`config.mk`:
```
export PLATFORM = sky130hd
export DESIGN_NAME = sorted_priority_queue
export DESIGN_NICKNAME = d
export VERILOG_FILES = /design/src/design/spq_pkg.sv /design/src/design/spq_cell.sv /design/src/design/sorted_priority_queue.sv
export SDC_FILE = /design/constraint.sdc
export NUM_CORES = 1
export LEC_CHECK = 0
export BUFFER_PORTS_ARGS = -buffer_cell sky130_fd_sc_hd__buf_2
export CORE_MARGIN = 5
export CORE_UTILIZATION = 35
export CTS_CLUSTER_SIZE = 8
export DETAILED_ROUTE_END_ITERATION = 8
export PLACE_DENSITY_LB_ADDON = 0.1
export SYNTH_ARGS = -nofsm -noshare
export SYNTH_HDL_FRONTEND = slang
export SYNTH_SLANG_ARGS = --single-unit
export TNS_END_PERCENT = 30
```
`constraint.sdc`:
```
create_clock -name clk -period 4 [get_ports clk]
set_clock_uncertainty 0.2 [all_clocks]
set_input_delay 0.2 -clock clk [delete_from_list [all_inputs] [get_ports clk]]
set_output_delay 0.2 -clock clk [all_outputs]
set_load 0.03 [all_outputs]
```
`src/design/spq_pkg.sv`:
```
// Package for the sorted priority queue: sizes, status codes and the
// entry and command types shared by the cell and the top level.
// No dependencies.
`timescale 1ns / 1ps

package spq_pkg;

	localparam int DEPTH     = 16;
	localparam int TAG_BITS  = 16;
	localparam int PRIO_BITS = 8;
	// count holds 0..DEPTH
	localparam int CNT_W     = $clog2(DEPTH + 1);

	// operation codes
	localparam logic OP_ENQ = 1'b0;
	localparam logic OP_DEQ = 1'b1;

	// result status codes
	localparam logic [1:0] ST_DONE  = 2'd0;
	localparam logic [1:0] ST_FULL  = 2'd1;
	localparam logic [1:0] ST_EMPTY = 2'd2;

	typedef struct packed {
		logic [TAG_BITS-1:0]  tag;
		logic [PRIO_BITS-1:0] prio;
	} entry_t;

	// command broadcast to every cell for one transfer
	typedef struct packed {
		logic                 enq;
		logic                 deq;
		logic [TAG_BITS-1:0]  tag;
		logic [PRIO_BITS-1:0] prio;
	} cmd_t;

endpackage

```
`src/design/spq_cell.sv`:
```
// One slot of the sorted priority queue: holds an entry, compares it with
// an incoming priority and shifts toward either neighbor.
// Depends on spq_pkg.
`timescale 1ns / 1ps

module spq_cell (
	input  logic           clk,
	input  spq_pkg::cmd_t  cmd,
	input  logic           occ,      // slot holds a live entry
	input  logic           tail,     // slot is the first free one
	input  logic           lt_left,  // left neighbor moves back on insert
	input  spq_pkg::entry_t left_entry,
	input  spq_pkg::entry_t right_entry,
	output logic           lt,
	output spq_pkg::entry_t entry
);

	spq_pkg::entry_t entry_q;

	// live entry ranks below the incoming one, so it moves back
	assign lt    = occ && (entry_q.prio < cmd.prio);
	assign entry = entry_q;

	// insert: take the left neighbor if it moves back, else the new entry
	// remove: take the right neighbor
	always_ff @(posedge clk) begin
		if (cmd.enq && (lt || tail)) begin
			if (lt_left) begin
				entry_q <= left_entry;
			end else begin
				entry_q.tag  <= cmd.tag;
				entry_q.prio <= cmd.prio;
			end
		end else if (cmd.deq) begin
			entry_q <= right_entry;
		end
	end

endmodule

```
`src/design/sorted_priority_queue.sv`:
```
// Sorted priority queue: top level with the row of slot cells, the entry
// count and the result register.
// Depends on spq_pkg and spq_cell.
//
// Usage:
//   Present operation, tag and priority_req with start high; the command is
//   taken at the clock edge where start is high and busy is low. busy never
//   rises, so one command can be given in every cycle.
//   operation 0 inserts the entry behind all entries of equal or higher
//   priority; operation 1 removes the front (highest priority) entry.
//   Exactly one result follows each command, in the next cycle: done is high
//   for one cycle with status, out_tag, out_priority and occupancy.
//   The receiver cannot hold a result off; it must take it when done is high.
//   Throughput is one command per cycle: every slot cell compares and
//   shifts at the clock edge where the command is taken, so insert and
//   remove both take effect at that edge.
//   A full queue drops an insert and reports full; a remove on an empty
//   queue reports empty. Neither changes the contents.
//   Reset empties the queue and clears done; slot contents are not cleared
//   and are never shown before being written.
`timescale 1ns / 1ps

module sorted_priority_queue (
	input  logic                          clk,
	input  logic                          arst_n,
	input  logic                          start,
	output logic                          busy,
	input  logic                          operation,
	input  logic [spq_pkg::TAG_BITS-1:0]  tag,
	input  logic [spq_pkg::PRIO_BITS-1:0] priority_req,
	output logic                          done,
	output logic [1:0]                    status,
	output logic [spq_pkg::TAG_BITS-1:0]  out_tag,
	output logic [spq_pkg::PRIO_BITS-1:0] out_priority,
	output logic [spq_pkg::CNT_W-1:0]     occupancy
);

	localparam int D = spq_pkg::DEPTH;

	logic [spq_pkg::CNT_W-1:0] count_q;
	logic                      done_q;
	logic [1:0]                status_q;
	spq_pkg::entry_t           out_q;
	logic [spq_pkg::CNT_W-1:0] occ_out_q;

	logic            accept;
	logic            full;
	logic            empty;
	spq_pkg::cmd_t   cmd;
	logic            lt_v [D];
	spq_pkg::entry_t ent_v [D];

	assign busy   = 1'b0;
	assign accept = start && !busy;
	assign full   = (count_q == spq_pkg::CNT_W'(D));
	assign empty  = (count_q == '0);

	// command to the cells, gated by full and empty
	always_comb begin
		cmd.enq  = accept && (operation == spq_pkg::OP_ENQ) && !full;
		cmd.deq  = accept && (operation == spq_pkg::OP_DEQ) && !empty;
		cmd.tag  = tag;
		cmd.prio = priority_req;
	end

	// row of slot cells, slot 0 at the front
	for (genvar i = 0; i < D; i++) begin : g_cell
		logic            occ;
		logic            tail;
		logic            lt_left;
		spq_pkg::entry_t left_e;
		spq_pkg::entry_t right_e;

		assign occ  = (spq_pkg::CNT_W'(i) < count_q);
		assign tail = (spq_pkg::CNT_W'(i) == count_q);

		if (i == 0) begin : g_first
			assign lt_left = 1'b0;
			assign left_e  = '0;
		end else begin : g_mid
			assign lt_left = lt_v[i-1];
			assign left_e  = ent_v[i-1];
		end

		if (i == D - 1) begin : g_last
			assign right_e = '0;
		end else begin : g_rest
			assign right_e = ent_v[i+1];
		end

		spq_cell u_cell (
			.clk         (clk),
			.cmd         (cmd),
			.occ         (occ),
			.tail        (tail),
			.lt_left     (lt_left),
			.left_entry  (left_e),
			.right_entry (right_e),
			.lt          (lt_v[i]),
			.entry       (ent_v[i])
		);
	end

	// entry count and result strobe
	always_ff @(posedge clk or negedge arst_n) begin
		if (!arst_n) begin
			count_q <= '0;
			done_q  <= 1'b0;
		end else begin
			done_q <= accept;
			if (cmd.enq) begin
				count_q <= count_q + 1'b1;
			end else if (cmd.deq) begin
				count_q <= count_q - 1'b1;
			end
		end
	end

	// result payload
	always_ff @(posedge clk) begin
		if (accept) begin
			if (operation == spq_pkg::OP_ENQ) begin
				status_q  <= full ? spq_pkg::ST_FULL : spq_pkg::ST_DONE;
				occ_out_q <= full ? count_q : count_q + 1'b1;
				out_q     <= '0;
			end else if (empty) begin
				status_q  <= spq_pkg::ST_EMPTY;
				occ_out_q <= count_q;
				out_q     <= '0;
			end else begin
				status_q  <= spq_pkg::ST_DONE;
				occ_out_q <= count_q - 1'b1;
				out_q     <= ent_v[0];
			end
		end
	end

	assign done         = done_q;
	assign status       = status_q;
	assign out_tag      = out_q.tag;
	assign out_priority = out_q.prio;
	assign occupancy    = occ_out_q;

	// checks
	a_count_bound: assert property (@(posedge clk) disable iff (!arst_n)
		count_q <= spq_pkg::CNT_W'(D))
		else $error("entry count exceeds depth");

	a_one_result: assert property (@(posedge clk) disable iff (!arst_n)
		accept |=> done)
		else $error("accepted command gave no result");

	a_occ_tracks: assert property (@(posedge clk) disable iff (!arst_n)
		done |-> occupancy == count_q)
		else $error("reported occupancy differs from entry count");

	a_full_occ: assert property (@(posedge clk) disable iff (!arst_n)
		(done && status == spq_pkg::ST_FULL) |-> occupancy == spq_pkg::CNT_W'(D))
		else $error("full status with queue not full");

	a_front_sorted: assert property (@(posedge clk) disable iff (!arst_n)
		(count_q >= spq_pkg::CNT_W'(2)) |-> ent_v[0].prio >= ent_v[1].prio)
		else $error("front entries out of order");

endmodule
```
==> Yosys cells after proc, flatten, opt, wreduce, memory -nomap -nowiden <==
Cells that the tools add are included.
{ "classes": {"add_sub_neg": 2, "multipliers": 0, "div_mod_pow": 0, "n_lt_le_gt_ge": 32, "n_eq_ne": 16, "shift": 0, "n_mux": 55, "bitwise": 1, "reduce_logical": 73} }
{ "op_table": {"columns": ["operator", "count"], "rows": [
  ["$mux 24", 47],
  ["$lt 8x8->1", 16],
  ["$eq 4x5->1 const A", 8],
  ["$lt 4x5->1 const A", 8],
  ["$logic_and 1x1->1", 36],
  ["$reduce_bool 2->1", 17],
  ["$mux 5", 5],
  ["$eq 3x5->1 const A", 4],
  ["$lt 3x5->1 const A", 4],
  ["$logic_or 1x1->1", 16],
  ["$eq 2x5->1 const A", 2],
  ["$lt 1x5->1 const A", 2],
  ["$lt 2x5->1 const A", 2],
  ["$add 5x1->5 const B", 1],
  ["$eq 1x5->1 const A", 1],
  ["$eq 5x5->1 const B", 1],
  ["$logic_not 5->1", 1],
  ["$sub 5x1->5 const B", 1],
  ["$mux 2", 2],
  ["$logic_not 1->1", 2],
  ["$reduce_or 2->1", 1],
  ["$mux 1", 1],
  ["$not 1->1", 1]
]} }
{ "word_totals": {"ff_bits": 421, "latchBits": 0, "ramBits": 0, "rom_bits": 0, "out_inout_bits": 33, "memories": 0} }

==> Depth between registers and ports, before layout <==
{ "depth": {"depth_word": 5, "ltp_mapped": 13, "mapped_depth_nobuf": 8} }

==> Cells and area by module <==
From an unflattened synthesis, not the netlist that was laid out.
{ "hier_totals": {"cells_unflattened": 2008, "hier_area_um2": 27550.2} }
{ "modules_own_cells": {"columns": ["mod", "n_inst", "cells_per_inst", "area_each_um2", "seq_area_each_um2"], "rows": [
  ["spq_cell (g_cell[0].u_cell ...)", 12, 113, 1615.3, 720.7],
  ["spq_cell (g_cell[13].u_cell ...)", 4, 115, 1546.5, 720.7],
  ["sorted_priority_queue", 1, 192, 1980.6, 1081.0]
]} }

==> Worst setup path after synthesis <==
OpenSTA, ideal clock, no wires.
{ "synth_path": {"path_type": "input port to flip-flop", "startpoint": "input port priority_req[7] (netlist bit)", "endpoint": "register g_cell[11].u_cell.entry_q (netlist bit g_cell[11].u_cell.entry[0]) (enable)", "setup_time_ns": 0.425, "arrival_time_ns": 3.344, "setup_slack_ns": 0.031, "stages": 11, "n_path_buf": 4, "path_cell_list": "clkbuf_1 -> clkinv_1 -> ha_1 -> nand4_1 -> or3_1 -> o211a_1 -> clkbuf_1 -> o21ai_0 -> clkbuf_1 -> buf_2 -> nand2_1"} }
{ "synth_via": {"elab_chain_cells": 5} }
{ "synth_rtl": {"columns": ["element", "line_no", "source"], "rows": [
  ["start: declaration", "sorted_priority_queue.sv:30", "input logic [spq_pkg::PRIO_BITS-1:0] priority_req,"],
  ["$lt 8x8->1", "spq_cell.sv:21", "assign lt = occ && (entry_q.prio < cmd.prio);"],
  ["$logic_and 1x1->1", "spq_cell.sv:21", null],
  ["$logic_or 1x1->1", "spq_cell.sv:27", "if (cmd.enq && (lt || tail)) begin"],
  ["$logic_and 1x1->1", "spq_cell.sv:27", null],
  ["$reduce_bool 2->1 (no source line)", null, null],
  ["end signal: assignment", "spq_cell.sv:29", "entry_q <= left_entry;"],
  ["end signal: assignment", "spq_cell.sv:35", "entry_q <= right_entry;"],
  ["end: declaration", "spq_cell.sv:18", "spq_pkg::entry_t entry_q;"]
]} }
Every way passes these cells.
A chain may end at the register's enable or synchronous reset.

==> Worst setup path after layout <==
{ "layout_path": {"startpoint": "register count_q[3] (netlist bit)", "endpoint": "register g_cell[10].u_cell.entry_q (netlist bit g_cell[10].u_cell.entry[9]), data pin"} }
{ "layout_via": {"elab_chain_cells": 5, "word_cells_on_any_way": 12, "cone_classes": "order compare (2); eq/ne (2); mux (2); reduce/logical (6)"} }
{ "layout_rtl": {"columns": ["element", "line_no", "source"], "rows": [
  ["start: declaration", "sorted_priority_queue.sv:40", "logic [spq_pkg::CNT_W-1:0] count_q;"],
  ["start signal: assignment", "sorted_priority_queue.sv:112", "count_q <= count_q + 1'b1;"],
  ["start signal: assignment", "sorted_priority_queue.sv:114", "count_q <= count_q - 1'b1;"],
  ["$lt 4x5->1 or $eq 5x5->1 (tied branches)", "sorted_priority_queue.sv:74, sorted_priority_queue.sv:55", null],
  ["$logic_and 1x1->1 or $logic_not 1->1 (tied branches)", "spq_cell.sv:21, sorted_priority_queue.sv:60", null],
  ["$logic_or 1x1->1 or $logic_and 1x1->1 (tied branches)", "spq_cell.sv:27, sorted_priority_queue.sv:60", null],
  ["$logic_and 1x1->1", "spq_cell.sv:27", null],
  ["$mux 24 *", "spq_cell.sv:27", null],
  ["end signal: assignment", "spq_cell.sv:29", null],
  ["end signal: assignment", "spq_cell.sv:35", null],
  ["end: declaration", "spq_cell.sv:18", null]
]} }
Mark *: on every way between the ends. The rest lies on a longest branch, timed or not.

==> flow_summary.ini <==
[run_status]
status = complete, no violations

[clock_tree]
cts_tree = yes
cts_hold_buf = 27
post_cts.repair.setup_buffers = 0
cts_resized = 0
clock_sinks = 421
clkLatencyLatePin_ns = 0.62
path_clk_slew_ns = 0.05
cts.path.max_buffers = 3
root_buffer = clkbuf_16
cts_buffers = 58
h-tree-depth = 2

[grt]
grt.overflow.total = 0
grtUsageTotal_pct = 15.55
antenna_found_initial = 0
grt_pass1_vias = 15454
grt_pass1_wl_mm = 92.65
grt_max_degree = 49

[synthesis]
synth_edf_count = 415
yosysWarnings = 0
syn_area_mm2 = 0.02398
ys_ff_latch = 421
syn-instance-count = 1976
ys.flop_type = edfxtp_1
seq_area_frac_synth_pct = 52.60
synthesis.nets = 2121
postSynth.asyncResetShare_pct = 1.425
ys_types = 62
avgSynthCellArea_um2 = 12.13

[worst_setup_path]
cpMaxStageDelayCell = a2111oi_0
cp_max_fo = 19
start_kind = flip-flop
path_buf_inv = 1
worstSetupEndpointType = flip-flop
cp.arrival_ns = 3.55
crit_path_start = count_q[3]
worstPathRequired_ns = 4.14
crit_family = compound AO/OA/AOI/OAI gates
cp_cell_sequence = nor2_1, a2111oi_0, o21ai_4, a21oi_4, buf_12, mux2_2
path_class = reg -> reg
reg2reg_from = count_q[3]
cpPeakStageDelay_ns = 0.87

[drt]
routed_wl_mm = 58.08
wl_per_cell_um = 19.64
vias = 15093
postRouteAntennaNets = 0
initialDrtViolationCount = 979
drt-pass1-iter-count = 7
vias_per_cell = 5.104
route.met3.wl_mm = 2.191
wl_met2_mm = 26.10
post-route-drc-count = 0
routed.top_layer = met4
drt-met1-wl_mm = 28.68

[sta]
final_max_slew_viol_count = 0
fin_crit_sh_pct = 85.35
worst_slew_pin_slew_ns = 1.021
finalHoldViolCount = 0
post-route-min-period_ns = 3.414
rsz0062_at_grt = false
setup_viol = 0
fmax_mhz = 292.9
fin_ws_ns = 0.5861
setup_total_negative_slack_ns = 0
maxSlewHeadroom_pct = 30.18

[placement]
dp_slack_ns = 0.4520
port-buffer-count = 59
gp_congestion = 0.7926
dp_hpwl_mm = 43.52

[power_and_ir_drop]
p_int_mw = 12.08
p_clk_share_pct = 24.5
swShare_pct = 34.01
seq_power_share_pct = 39.2
p_per_area_mw_per_mm2 = 668.0
p_switching_mw = 6.225
pwr-share-comb_pct = 36.3
p_leak_nw = 10.73
vdd_drop_max_v = 0.0003266

[floorplanning]
io_pins = 61
core_mm2 = 0.06823
die_w_um = 271.7
start_util_pct = 35.14
die_height_um = 271.7
placementRows = 96
die_area_mm2 = 0.07384

[layout]
finalNetCount = 2208
multi_input_area_mm2 = 0.01077
layout-area-overhead-vs-synth_pct = 14.28
fillers = 6527
drive_above_1_share_pct = 23.96
seqCellArea_mm2 = 0.01261

[flow_run]
drv_cap = 0

[worst_hold_path]
hold_class = in -> reg
hold_start = priority_req[0]
## area by class of cell
type | instances | area share, %
sequential | 421 | 46.03
multi-input combinational | 1396 | 39.31
clock buffer | 69 | 5.562
timing repair buffer | 168 | 4.630
tap | 882 | 4.027
inverter | 18 | 0.2466
clock inverter | 2 | 0.1826
antenna | 1 | 0.009132
## synth_stat cells (3+ instances only)
master / instances / area (µm²)
a211o_1: 5 / 43.79
a211oi_1: 8 / 60.06
a21o_1: 16 / 120.1
a21oi_1: 101 / 505.5
a221o_1: 4 / 40.04
a221oi_1: 3 / 26.28
a31oi_1: 7 / 43.79
a31oi_2: 3 / 37.54
and2_1: 5 / 31.28
and3_1: 26 / 162.7
and4_1: 9 / 78.83
buf_2: 46 / 230.2
buf_4: 4 / 30.03
clkbuf_1: 88 / 330.3
clkinv_1: 8 / 30.03
dfrtp_1: 6 / 150.1
edfxtp_1: 415 / 12460
ha_1: 117 / 1464
inv_1: 10 / 37.54
mux2_1: 21 / 236.5
mux2_2: 263 / 2962
mux2i_1: 188 / 1882
nand2_1: 205 / 769.5
nand2b_1: 18 / 112.6
nand3_1: 11 / 55.05
nor2_1: 115 / 431.7
nor2b_1: 3 / 18.77
nor3_1: 9 / 45.04
nor4_1: 3 / 18.77
o211ai_1: 5 / 37.54
o21a_1: 3 / 22.52
o21ai_0: 189 / 945.9
o21ai_1: 8 / 40.04
o21ai_2: 7 / 61.31
o21bai_1: 4 / 30.03
o221a_2: 5 / 56.30
o22ai_1: 3 / 18.77
xnor2_1: 5 / 43.79
## stage by stage
| step | util [%] | cell area [µm²] | power, mW | hold WS (ns) | std cells |
|---|---|---|---|---|---|
| 5_1_grt | 40.16 | 27400 | 19.54 | 0.07890 | 2956 |
| 6_report | 40.16 | 27400 | 18.30 | 0.05805 | 2957 |
| 3_3_place_gp | 37.46 | 25550 | 13.86 | -0.1719 | 2858 |
| 2_1_floorplan | - | 23980 | 12.06 | -0.2956 | 1976 |
| 3_5_place_dp | 37.46 | 25550 | 13.97 | -0.1732 | 2858 |
| 4_1_cts | 40.16 | 27400 | 18.58 | 0.02169 | 2956 |
## power by group through the flow
stage,Sequential (mW),Combinational [mW],Clock (mW)
2_1_floorplan,7.05,5.01,0
3_3_place_gp,7.23,6.63,0
3_5_place_dp,7.25,6.71,0
4_1_cts,7.17,6.76,4.65
5_1_grt,7.30,7.41,4.84
6_report,7.18,6.64,4.48
## sequential cells by signal, summed over array words and instances (netlist names)
register and flops:
count_q 5, done 1, g_cell.u_cell.entry 384, occupancy 5, out_priority 8, out_tag 16
status 2
## logic make-up (layout without fill, tap and decap cells)
logic type	count (synthesis)	after routing	share of synthesized area, %
mux	472	472	21.19
flops	421	421	52.60
simple gates	408	408	7.311
compound gates	392	392	9.706
buf+inv	159	257	2.854
fa+ha+maj	117	117	6.105
xor+xnor	6	6	0.2192
other cells	1	2	0.01564
## worst paths after layout
check / cells after the start / to / slack (ns)
worst max register to register: 6 / g_cell[10].u_cell.entry[9] / 0.59
min in group asynchronous: 3 / count_q[3] / 0.31
worst min register to register: 1 / g_cell[14].u_cell.entry[18] / 0.34
worst max-delay path: 6 / g_cell[10].u_cell.entry[9] / 0.59
worst min-delay path: 3 / g_cell[1].u_cell.entry[0] / 0.06
max in group asynchronous: 3 / count_q[0] / 3.05
## worst reg2reg max path, cell delays in order, from the launching register on
cell	delay (ns)
dfrtp_1	0.72
nor2_1	0.34
a2111oi_0	0.87
o21ai_4	0.14
a21oi_4	0.32
buf_12	0.20
mux2_2	0.34
## cell usage in the layout (no fill, tap or decap), types with 6 or more instances in the layout
cell type and count:
a31oi_1 7, and3_1 26, nand3_1 11, a211oi_1 8
nor2_1 115, mux2_2 263, o21ai_1 6, clkbuf_16 59
clkbuf_1 9, dlygate4sd3_1 27, nand2_1 205, clkinv_1 8
mux2_1 21, a21oi_1 101, buf_2 59, buf_12 7
buf_4 75, o21ai_0 184, nor3_1 9, ha_1 117
a21o_1 16, o21ai_2 10, mux2i_1 188, and4_1 9
inv_1 10, nand2b_1 18, edfxtp_1 415, dfrtp_1 6
## layer usage
metal  vias up  track usage [%]
met5         -                0
met1      7147            22.60
li1       7614                -
met3        67            2.360
met4         0            3.607
met2       265            24.60
(Power assumes the default switching activity.)
